--- config.mk ---
export PLATFORM = sky130hd
export DESIGN_NAME = swm_cell
export DESIGN_NICKNAME = d
export VERILOG_FILES = /design/src/hdl/swm_pkg.sv /design/src/hdl/swm_cell.sv
export SDC_FILE = /design/constraint.sdc
export NUM_CORES = 1
export LEC_CHECK = 0
export BUFFER_PORTS_ARGS = -buffer_cell sky130_fd_sc_hd__buf_4
export CORE_MARGIN = 2
export CORE_UTILIZATION = 30
export DETAILED_ROUTE_END_ITERATION = 8
export GPL_TIMING_DRIVEN = 0
export PLACE_DENSITY = 0.71
export SLEW_MARGIN = 20
export SYNTH_ARGS = -nofsm -noshare
export SYNTH_HDL_FRONTEND = slang
export SYNTH_SLANG_ARGS = --single-unit
--- constraint.sdc ---
create_clock -name clk_i -period 4.8 [get_ports clk_i]
set_input_delay 0.24 -clock clk_i [delete_from_list [all_inputs] [get_ports clk_i]]
set_output_delay 0.24 -clock clk_i [all_outputs]
set_load 0.1 [all_outputs]
--- src/hdl/swm_pkg.sv ---
// ----------------------------------------------------------------------------
// swm_pkg: shared definitions for the sliding window median filter
// Sample and key widths, default window depth, and the structs that link
// the sorted cells to each other and to the control logic.
// ----------------------------------------------------------------------------
package swm_pkg;

  // sample and configuration widths
  localparam int SAMPLE_W = 32;
  localparam int CFG_W    = 9;

  // sort key: one flag bit above the biased sample, set for an empty cell
  localparam int KEY_W = SAMPLE_W + 1;

  // flipping the sign bit makes unsigned order equal signed order
  localparam logic [SAMPLE_W-1:0] SIGN_BIAS = {1'b1, {(SAMPLE_W-1){1'b0}}};

  // key of an empty slot, above every stored sample
  localparam logic [KEY_W-1:0] KEY_EMPTY = {KEY_W{1'b1}};

  // default window depth
  localparam int WINDOW_MAX_DEF = 256;

  // cells per group in the median select tree
  localparam int GROUP_SIZE = 16;

  // broadcast from control to every cell
  typedef struct packed {
    logic             en;      // an item transfer updates the chain
    logic             remove;  // the oldest sample leaves the chain
    logic [KEY_W-1:0] l_key;   // key of the leaving sample
    logic [KEY_W-1:0] n_key;   // key of the new sample
  } swm_bcast_t;

  // link from one cell to its right neighbor
  typedef struct packed {
    logic [KEY_W-1:0] r_key;   // cell key after the removal step
    logic             le;      // that key is at or below the new sample
  } swm_link_t;

endpackage

--- src/hdl/swm_cell.sv ---
// ----------------------------------------------------------------------------
// swm_cell: one slot of the sorted chain
// Holds one sample. On an update it removes the leaving sample and inserts
// the new one using only its own key and those of its two neighbors.
// ----------------------------------------------------------------------------
module swm_cell #(
  parameter int INDEX = 0,
  parameter int CNT_W = 9
) (
  input  logic                             clk_i,
  input  swm_pkg::swm_bcast_t              bc_i,
  input  logic [CNT_W-1:0]                 fill_i,
  input  logic [swm_pkg::KEY_W-1:0]        right_key_i,
  input  swm_pkg::swm_link_t               left_i,
  output logic [swm_pkg::KEY_W-1:0]        key_o,
  output swm_pkg::swm_link_t               link_o,
  output logic [swm_pkg::SAMPLE_W-1:0]     value_o
);
  import swm_pkg::*;

  logic [SAMPLE_W-1:0] val_q, val_d;
  logic                occupied;
  logic [KEY_W-1:0]    s_key;
  logic [KEY_W-1:0]    r_key;
  logic [KEY_W-1:0]    new_key;
  logic                keep;
  logic                le;

  // slot holds a sample when its place is below the fill count
  assign occupied = CNT_W'(INDEX) < fill_i;
  assign s_key    = {~occupied, val_q ^ SIGN_BIAS};

  // removal: slots from the leaving sample on take the right neighbor
  assign keep  = ~bc_i.remove | (s_key < bc_i.l_key);
  assign r_key = keep ? s_key : right_key_i;

  // insertion: larger keys move one slot right, new sample drops in the gap
  assign le = r_key <= bc_i.n_key;

  always_comb begin
    if (le) begin
      new_key = r_key;
    end else if (left_i.le) begin
      new_key = bc_i.n_key;
    end else begin
      new_key = left_i.r_key;
    end
    val_d = new_key[SAMPLE_W-1:0] ^ SIGN_BIAS;
  end

  // sample register
  always_ff @(posedge clk_i) begin
    if (bc_i.en) begin
      val_q <= val_d;
    end
  end

  assign key_o   = s_key;
  assign link_o  = '{r_key: r_key, le: le};
  assign value_o = val_q;

endmodule

==> reports/results.tsv, run 1 <==
metric	value	unit
relSlewSlack	57.77	%
seq_area_frac_synth	22.95	%
clk_pin_slew	60	ps
via_count	4116	
rows	43	
syn_to_final_growth	65.85	%
diodes	0	
syn-mean-instance-area	9.453	sq um
stdcell_count	891	
yosys_warnings	0	
worst_pin_slew	633.4	ps
clock_sinks	32	
nNetsFinal	920	
drt_iter0_drc	130	
slowest_delay	370	ps
drtAntennaViolNets	0	
synth.distinct_cells	38	
max_freq	0.2150	GHz
power.density	445.7	nW/um^2
reg2reg_to	value_o[16]	
fin_crit_sh	96.91	%
grt.overflow.total	0	
path_delay_family	simple AND/OR/NAND/NOR gates	
die_x	122.2	microns
n_fill_cell	1309	
rrSetupSlack	250	ps
synthCells	443	
core_area	13770	sq um
cp_num_cells	22	
worst-path-buf-inv	6	
setup_viol	0	
reg2regPathDepth	18	
maxCapViolCount	0	
largest_reg_flops	32	
fin_crit	4651	ps
drc	0	
numCtsBuffers	5	
grt_pass1_vias	3961	
fin_skew	4.677	ps
status	complete, no violations	
track_usage	17.57	%
cp-start-kind	primary input	
worstSetupStartpoint	fill_i[4]	
io_pins	244	
crit_end	link_o[0]	
wl	13970	microns
die_h	122.2	microns
cpMaxStageDelayCell	a221oi_2	
finalHoldViolCount	0	
synth.net_count	653	
grt_max_degree	33	
viasPerCell	4.620	
multi_input_area	3007	sq um
initial_utilization	30.41	%
arrival	4410	ps
dieArea	14920	sq um
hold_path_class	primary input to flop	
cp_max_fo	8	
grt_pass1_wl	20130	microns
crit_type	primary input to output pin	
cp_common_cell	buf_12	
reg2reg_from	value_o[2]	
seq_area	960.9	sq um
setup_tns	0	ps
antenna_found_initial	0	
leakage	0.003654	uW
port_buffers	241	
layout_common_cells	288 x buf_4, 67 x inv_1, 60 x mux2_4	
drv_slew	0	
syn-cell-area	4188	sq um
crit_chain	buf_4, nor4_2, nand2_1, nor4_4, ha_1, nand4_1, nor4_4, nand2_1, o211ai_1, a21oi_4, buf_12, buf_12, mux2_4, ha_1, nand2_1, o21ai_2, a221oi_2, a21boi_2, o21ai_4, buf_12, buf_6, buf_12	
ys_ff_latch	32	
ir_drop	0.2898	mV
hpwlAfterDp	11310	microns
critPathRequiredTime	4560	ps
finalWeightedCongestion	0.8056	
ctsLongestPathBuffers	2	
dp_cells	864	
cp-end-kind	output pin	
cts_tree	yes	
cts_root_buffer	clkbuf_16	
htree_levels	2	
clock_latency	280	ps
final_common_cell	buf_4	
firstDrtPassIters	7	
wire_per_inst	15.68	microns
drive_above_1_share	56.96	%
## stage by stage
stage | hold WS, ps | util (%) | setup slack, ps | total power (uW) | cell area, sq um
2_1_floorplan | 352.5 | - | -675.7 | 2236 | 4483
3_3_place_gp | 599.2 | 47.32 | -355.9 | 2692 | 6518
3_5_place_dp | 610.2 | 47.32 | -303.4 | 2710 | 6518
4_1_cts | 322.8 | 48.62 | 2.359 | 3044 | 6696
5_1_grt | 360.8 | 50.43 | -53.98 | 3236 | 6945
6_report | 336.0 | 50.43 | 148.5 | 3096 | 6945
## where the power goes
group | total [uW] | switching, uW | internal [uW]
Clock | 314 | 123 | 191
Sequential | 441 | 56.7 | 385
Combinational | 2340 | 1590 | 747
Total | 3100 | 1770 | 1320
## cells in the mapped netlist
cell type	number	area, sq um
a211oi_1	2	15.01
a21boi_0	1	7.510
a21o_1	6	45.04
a21oi_1	52	260.3
a21oi_2	1	8.760
a21oi_4	1	16.27
a221oi_1	2	17.52
a221oi_2	1	15.01
a22oi_1	1	7.510
a31oi_1	2	12.51
and3_1	1	6.260
and4_1	1	8.760
buf_12	2	40.04
buf_2	4	20.02
buf_4	32	240.2
buf_8	1	15.01
clkbuf_1	6	22.52
edfxtp_1	32	960.9
ha_1	65	813.3
inv_1	68	255.2
mux2_1	1	11.26
mux2_2	7	78.83
mux2_4	54	810.8
mux2i_1	4	40.04
nand2_1	16	60.06
nand3_1	7	35.03
nand4_1	11	68.82
nor2_1	37	138.9
nor2b_1	2	12.51
nor3_1	3	15.01
nor3b_1	1	7.510
nor4_1	3	18.77
nor4_2	1	12.51
o211ai_1	2	15.01
o21ai_0	10	50.05
o21ai_2	1	8.760
o21bai_1	1	7.510
o311ai_1	1	8.760
## routing by layer
metal,GRT usage (%),part of all wire (%),vias up
met2,32.86,51,159
met5,0,0,-
met4,3.807,0.39,0
li1,-,-,2063
met1,20.59,40,1890
met3,3.464,7.7,4
## tightest hold or removal path, stage by stage
cell and delay, ps:
buf_4 80, mux2i_1 50, mux2i_1 120
## cell type report
cell class	count	area share, %
clock inverters	1	0.05404
plain buffers	45	5.422
well taps	180	3.243
repair buffers	260	28.52
flip-flops and latches	32	13.84
inverters	68	3.729
clock buffers	7	1.910
multi-input cells	298	43.29
## logic make-up after synthesis
family	Yosys count	share of synthesized area (%)
DFF	32	22.95
and+or+nand+nor	83	9.172
muxes	66	22.47
AOI/OAI and AO/OA	84	11.83
buffers and inverters	113	14.16
adders and majority gates	65	19.42
## worst min-delay path by stage
stage / from / endpoint / slack, ps / cells past startpoint
3_5_place_dp: left_i[1] / value_o[0] / 610 / 3
2_1_floorplan: bc_i[67] / value_o[0] / 350 / 0
6_report: left_i[1] / value_o[0] / 340 / 3
4_1_cts: left_i[1] / value_o[0] / 320 / 3
5_1_grt: left_i[1] / value_o[0] / 360 / 3
3_3_place_gp: left_i[1] / value_o[0] / 600 / 3
## repair_timing
item / in CTS / in global routing
pin swaps: 1 / 18
endpoints found under the hold margin: 0 / 0
gates resized for setup: 3 / 20
setup endpoints to repair: 29 / 21
setup buffers: 3 / 16
hold buffers: 0 / 0
No activity file was read; power rests on OpenSTA's default activity.
==> run 2, diff against run 1 <==
- CORE_UTILIZATION: 30 -> 45
- PLACE_DENSITY: 0.71 -> 0.94
==> run 2 against run 1 <==
Net effect:
- global-route usage grew 8.9 points
- critical path type is now flop to output pin
- combinational power about the same
- clock power fell by 39%
- hold slack gained 21 ps
- sequential share of layout area is 0.62 points higher
- register-to-register slack got worse by 20 ps
- sequential cell count stayed put
- non-clock buffer count down 10
- largest power group unchanged
==> reports/results.tsv, run 2 (same netlist as run 1, synthesis figures left out) <==
metric	value	unit	change
fin_crit	4613	ps	was 4651 ps
via_count	4308		was 4,116
largest_reg_flops	32		unchanged
layout_common_cells	279 x buf_4, 67 x inv_1, 60 x mux2_4		was 288 x buf_4, 67 x inv_1, 60 x mux2_4
worst_pin_slew	525.8	ps	was 633.4 ps
io_pins	244		unchanged
drtAntennaViolNets	0		unchanged
max_freq	0.2168	GHz	was 0.2150 GHz
layout_setup_ws	187.5	ps	was 148.5 ps
arrival	4370	ps	was 4410 ps
reg2reg_to	value_o[20]		was value_o[16]
crit_chain	ha_1, a21oi_1, o21ai_0, a221oi_2, o211ai_1, a21oi_4, buf_12, mux2_4, ha_1, a21oi_1, o21ai_0, a22oi_1, o211ai_1, o21ai_4, buf_8, buf_6, buf_8		was buf_4, nor4_2, nand2_1, nor4_4, ha_1, nand4_1, nor4_4, nand2_1, o211ai_1, a21oi_4, buf_12, buf_12, mux2_4, ha_1, nand2_1, o21ai_2, a221oi_2, a21boi_2, o21ai_4, buf_12, buf_6, buf_12
port_buffers	241		unchanged
reg2regPathDepth	17		was 18
nNetsFinal	910		was 920
htree_levels	2		unchanged
finalHoldViolCount	0		unchanged
whs_endpoint	value_o[0]		unchanged
worst-path-buf-inv	4		was 6
hpwlAfterDp	11850	microns	was 11,310 microns
relSlewSlack	64.95	%	was 57.77%
initial_utilization	45.76	%	was 30.41%
maxCapViolCount	0		unchanged
setup_tns	0	ps	unchanged
antenna_found_initial	0		unchanged
finalWeightedCongestion	0.9196		was 0.8056
clock_latency	270	ps	was 280 ps
clk_pin_slew	70	ps	was 60 ps
hold_start	left_i[1]		unchanged
setup_viol	0		unchanged
cts_root_buffer	clkbuf_8		was clkbuf_16
clock_sinks	32		unchanged
cpMaxStageDelayCell	edfxtp_1		was a221oi_2
path_delay_family	compound AO/OA/AOI/OAI gates		was simple AND/OR/NAND/NOR gates
drt_iter0_drc	86		was 130
cp_max_fo	10		was 8
cp-end-kind	output pin		unchanged
reg2reg_from	value_o[24]		was value_o[2]
place_ws	-170.1	ps	was -303.4 ps
final_area	6648	sq um	was 6945 sq um
drc	0		unchanged
critPathRequiredTime	4560	ps	about the same
worstSetupStartpoint	value_o[24]		was fill_i[4]
cp-start-kind	flop		was primary input
grt_pass1_vias	4445		was 3,961
crit_type	flop to output pin		was primary input to output pin
slowest_delay	460	ps	was 370 ps
wire_per_inst	17.44	microns	was 15.68 microns
drv_slew	0		unchanged
hold_path_class	primary input to flop		unchanged
viasPerCell	5.312		was 4.620
drive_above_1_share	55.43	%	was 56.96%
wl	14140	microns	was 13,970 microns
cts_tree	yes		unchanged
numCtsBuffers	5		unchanged
firstDrtPassIters	4		was 7
ir_drop	0.2932	mV	was 0.2898 mV
rrSetupSlack	230	ps	was 250 ps
grt_max_degree	33		unchanged
diodes	0		unchanged
ctsLongestPathBuffers	2		unchanged
place_area	6431	sq um	was 6518 sq um
track_usage	26.50	%	was 17.57%
hold_ws	356.5	ps	was 336.0 ps
syn_to_final_growth	58.74	%	was 65.85%
hold_depth	3		unchanged
final_common_cell	buf_4		unchanged
die_h	100.5	microns	was 122.2 microns
fin_skew	4.614	ps	was 4.677 ps
power.density	444.4	nW/um^2	was 445.7 nW/um^2
die_x	100.5	microns	was 122.2 microns
rows	35		was 43
grt.overflow.total	0		unchanged
core_area	9153	sq um	was 13,770 sq um
leakage	0.003556	uW	was 0.003654 uW
status	complete, no violations		unchanged
cp_num_cells	17		was 22
grt_pass1_wl	20970	microns	was 20,130 microns
fin_crit_sh	96.09	%	was 96.91%
dieArea	10090	sq um	was 14,920 sq um
run 2: layout make-up:
class	count	area, sq um
plain buffers	45	364.1
well taps	111	138.9
clock inverters	2	7.507
inverters	68	259.0
flip-flops and latches	32	960.9
clock buffers	5	68.82
multi-input cells	298	2952
repair buffers	250	1897
fillers	665	2505
run 2: metrics by stage:
stage | utilization [%] | instances | power, uW
after floorplan | - | 443 | 2236
after global placement | 70.27 | 795 | 2670
after detailed placement | 70.27 | 795 | 2724
after CTS | 71.74 | 806 | 2937
after global routing | 72.63 | 811 | 3067
final | 72.63 | 811 | 2954
run 2: where the power goes:
| group | switching [uW] | internal, uW | total, uW |
|---|---|---|---|
| clock network | 96.3 | 95.7 | 192 |
| logic | 1600 | 720 | 2320 |
| registers | 60.8 | 384 | 445 |
| total | 1750 | 1200 | 2950 |
run 2: metal layers:
layer / routed length [microns] / vias up / GRT usage [%]
met5: 0 / - / 0
met4: 399 / 0 / 9.800
met3: 918 / 34 / 3.883
met2: 7696 / 207 / 51.16
met1: 5128 / 2021 / 29.02
li1: - / 2046 / -
run 2: timing repair:
action                                  4_1_cts  5_1_grt
pin swaps                                     1        4
gates resized for setup                       4        6
endpoints found under the setup margin       28        6
hold buffers                                  0        0
buffers inserted                              4        5
run 2: worst min-delay path, stage by stage:
cell     delay [ps]
buf_4            80
mux2i_1          50
mux2i_1         130
run 2: worst max-delay path by stage:
stage,end,slack (ps)
after global routing,link_o[0],-70
after CTS,link_o[0],60
after detailed placement,link_o[0],-170
final,link_o[0],190
after floorplan,value_o[10],-680
after global placement,link_o[0],-80
==> run 3, diff against run 2 <==
- ABC_AREA: unset -> 1
- CORE_UTILIZATION: 45 -> 47
- PLACE_DENSITY: 0.94 -> 0.95
==> run 3 against run 2 <==
Net effect:
- non-clock buffer count unchanged
- utilization down 0.90 points
- first-iteration DRC count up 140%
==> reports/results.tsv, run 3 <==
metric	value	unit	change
total_power	4701	uW	was 2954 uW
seq_area_frac_synth	20.75	%	was 22.95%
grt_max_degree	33		unchanged
post_cts_resized	0		was 4
yosys_warnings	0		unchanged
antenna_found_initial	0		unchanged
final_core_util	71.73	%	was 72.63%
viasPerCell	4.999		was 5.312
relSlewSlack	57.29	%	was 64.95%
arrival	4160	ps	was 4370 ps
hold_path_class	primary input to flop		unchanged
worst_pin_slew	640.6	ps	was 525.8 ps
wl	16280	microns	was 14,140 microns
hpwlAfterDp	13190	microns	was 11,850 microns
firstDrtPassIters	7		was 4
critPathRequiredTime	4560	ps	about the same
drive_above_1_share	37.55	%	was 55.43%
status	complete, no violations		unchanged
cts_root_buffer	clkbuf_8		unchanged
layout_setup_ws	396.4	ps	was 187.5 ps
ctsLongestPathBuffers	2		unchanged
io_pins	244		unchanged
power.density	676.8	nW/um^2	was 444.4 nW/um^2
synth.area.top_cells	edfxtp_1 21%, ha_1 18%, nand2_1 14%, inv_1 12%, nand3_1 7.5%		was edfxtp_1 23%, ha_1 19%, mux2_4 19%, a21oi_1 6.2%, inv_1 6.1%
cp-start-kind	primary input		was flop
synth.most_common_cell	nand2_1		was inv_1
synth_top_area_cell	edfxtp_1		unchanged
ir_drop	0.4152	mV	was 0.2932 mV
cts_hold_buf	0		unchanged
clk_pin_slew	80	ps	was 70 ps
cpMaxStageDelayCell	ha_1		was edfxtp_1
synth.net_count	926		was 653
synth_top_area_share	20.75	%	was 22.95%
largest_reg_flops	32		unchanged
drc	0		unchanged
cts_tree	yes		unchanged
syn-cell-area	4632	sq um	was 4188 sq um
fin_crit_sh	91.74	%	was 96.09%
cp_common_cell	nand2_1		
ys_top_cells_by_count	173 x nand2_1, 148 x inv_1, 69 x nand3_1, 65 x ha_1, 56 x a21oi_1		was 68 x inv_1, 65 x ha_1, 54 x mux2_4, 52 x a21oi_1, 37 x nor2_1
finalHoldViolCount	0		unchanged
nNetsFinal	1173		was 910
syn_to_final_growth	49.97	%	was 58.74%
dieArea	10670	sq um	was 10,090 sq um
leakage	0.004072	uW	was 0.003556 uW
async_flop_share	0	%	unchanged
layout_common_cells	273 x buf_4, 169 x nand2_1, 147 x inv_1		was 279 x buf_4, 67 x inv_1, 60 x mux2_4
drtAntennaViolNets	0		unchanged
drt_iter0_drc	205		was 86
grt.overflow.total	0		unchanged
port_buffers	240		was 241
syn-mean-instance-area	6.469	sq um	was 9.453 sq um
cp_max_fo	10		unchanged
grt_pass1_wl	24410	microns	was 20,970 microns
fin_skew	3.424	ps	was 4.614 ps
max_freq	0.2271	GHz	was 0.2168 GHz
core_area	9684	sq um	was 9153 sq um
rows	36		was 35
diodes	0		unchanged
wire_per_inst	14.84	microns	was 17.44 microns
final_common_cell	buf_4		unchanged
cp-end-kind	output pin		unchanged
dp_cells	1089		was 795
slowest_delay	300	ps	was 460 ps
yosys_most_used_dff	edfxtp_1		unchanged
via_count	5484		was 4,308
grt_setup_unrepaired	false		
post_cts.repair.setup_buffers	0		was 4
htree_levels	2		unchanged
place_ws	252.5	ps	was -170.1 ps
grt_pass1_vias	5245		was 4,445
n_fill_cell	739		was 665
synth.distinct_cells	26		was 38
crit_type	primary input to output pin		was flop to output pin
stdcell_count	1097		was 811
drv_slew	0		unchanged
synthCells	716		was 443
die_x	103.3	microns	was 100.5 microns
hold_ws	367.6	ps	was 356.5 ps
initial_utilization	47.83	%	was 45.76%
die_h	103.3	microns	was 100.5 microns
clock_sinks	32		unchanged
synth_edf_count	32		unchanged
ys_ff_latch	32		unchanged
maxCapViolCount	0		unchanged
finalWeightedCongestion	0.8403		was 0.9196
track_usage	29.45	%	was 26.50%
clock_latency	290	ps	was 270 ps
setup_viol	0		unchanged
fin_crit	4404	ps	was 4613 ps
numCtsBuffers	5		unchanged
run 3: changes by cell type after synthesis, sizes merged, moves of 8 or more:
cell and delta:
mux2 -61, nand4 -8, buf +10, inv +81, nand3 +62, and2 +30
nand2 +172, nor2 +15
run 3: metrics by stage:
step,instance area (sq um),TNS [ps]
6_report,6947,0
5_1_grt,6947,0
4_1_cts,6920,0
3_5_place_dp,6809,0
3_3_place_gp,6809,0
2_1_floorplan,4841,-2164
run 3: logic make-up (layout without fill, tap and decap cells):
| logic type | Yosys count | after routing | synth area share, % |
|---|---|---|---|
| AOI/OAI and AO/OA | 65 | 65 | 7.239 |
| buffers and inverters | 204 | 452 | 20.45 |
| and+or+nand+nor | 349 | 349 | 33.77 |
| DFF | 32 | 32 | 20.75 |
| adders and majority gates | 65 | 65 | 17.56 |
| muxes | 1 | 1 | 0.2431 |
run 3: final cells by class:
class	instances	area, sq um	area share (%)
inverter	149	563.0	8.105
sequential	32	960.9	13.83
clock buffer	5	68.82	0.9906
tap	133	166.4	2.396
multi-input combinational	480	2932	42.20
timing repair buffer	240	1805	25.99
clock inverter	3	42.54	0.6124
buffer	55	407.9	5.872
run 3: metal layers:
metal	share of wire (%)	GRT usage (%)
met4	2.5	10.43
met2	52	54.40
met5	0	0
met3	7.1	4.099
met1	38	34.73
run 3: where the power goes:
group | leakage [uW] | internal [uW] | total, uW | switching (uW)
sequential | 0.000315 | 445 | 547 | 102
clock | 0.0000541 | 154 | 275 | 121
combinational | 0.00370 | 1020 | 3880 | 2860
run 3: worst max-delay path, delay by kind of cell:
kind            cells  cell delay, ps
simple gates       15            1950
compound gates      4             630
buf+inv             5             790
fa+ha+maj           2             540
run 3: path summary, 6_finish.rpt:
path	startpoint	to	slack (ps)	cells after the start
worst max register to register	value_o[31]	value_o[20]	810	27
worst min-delay path	left_i[25]	value_o[24]	370	5
worst max-delay path	fill_i[8]	link_o[0]	400	26
worst min register to register	value_o[26]	value_o[26]	750	4
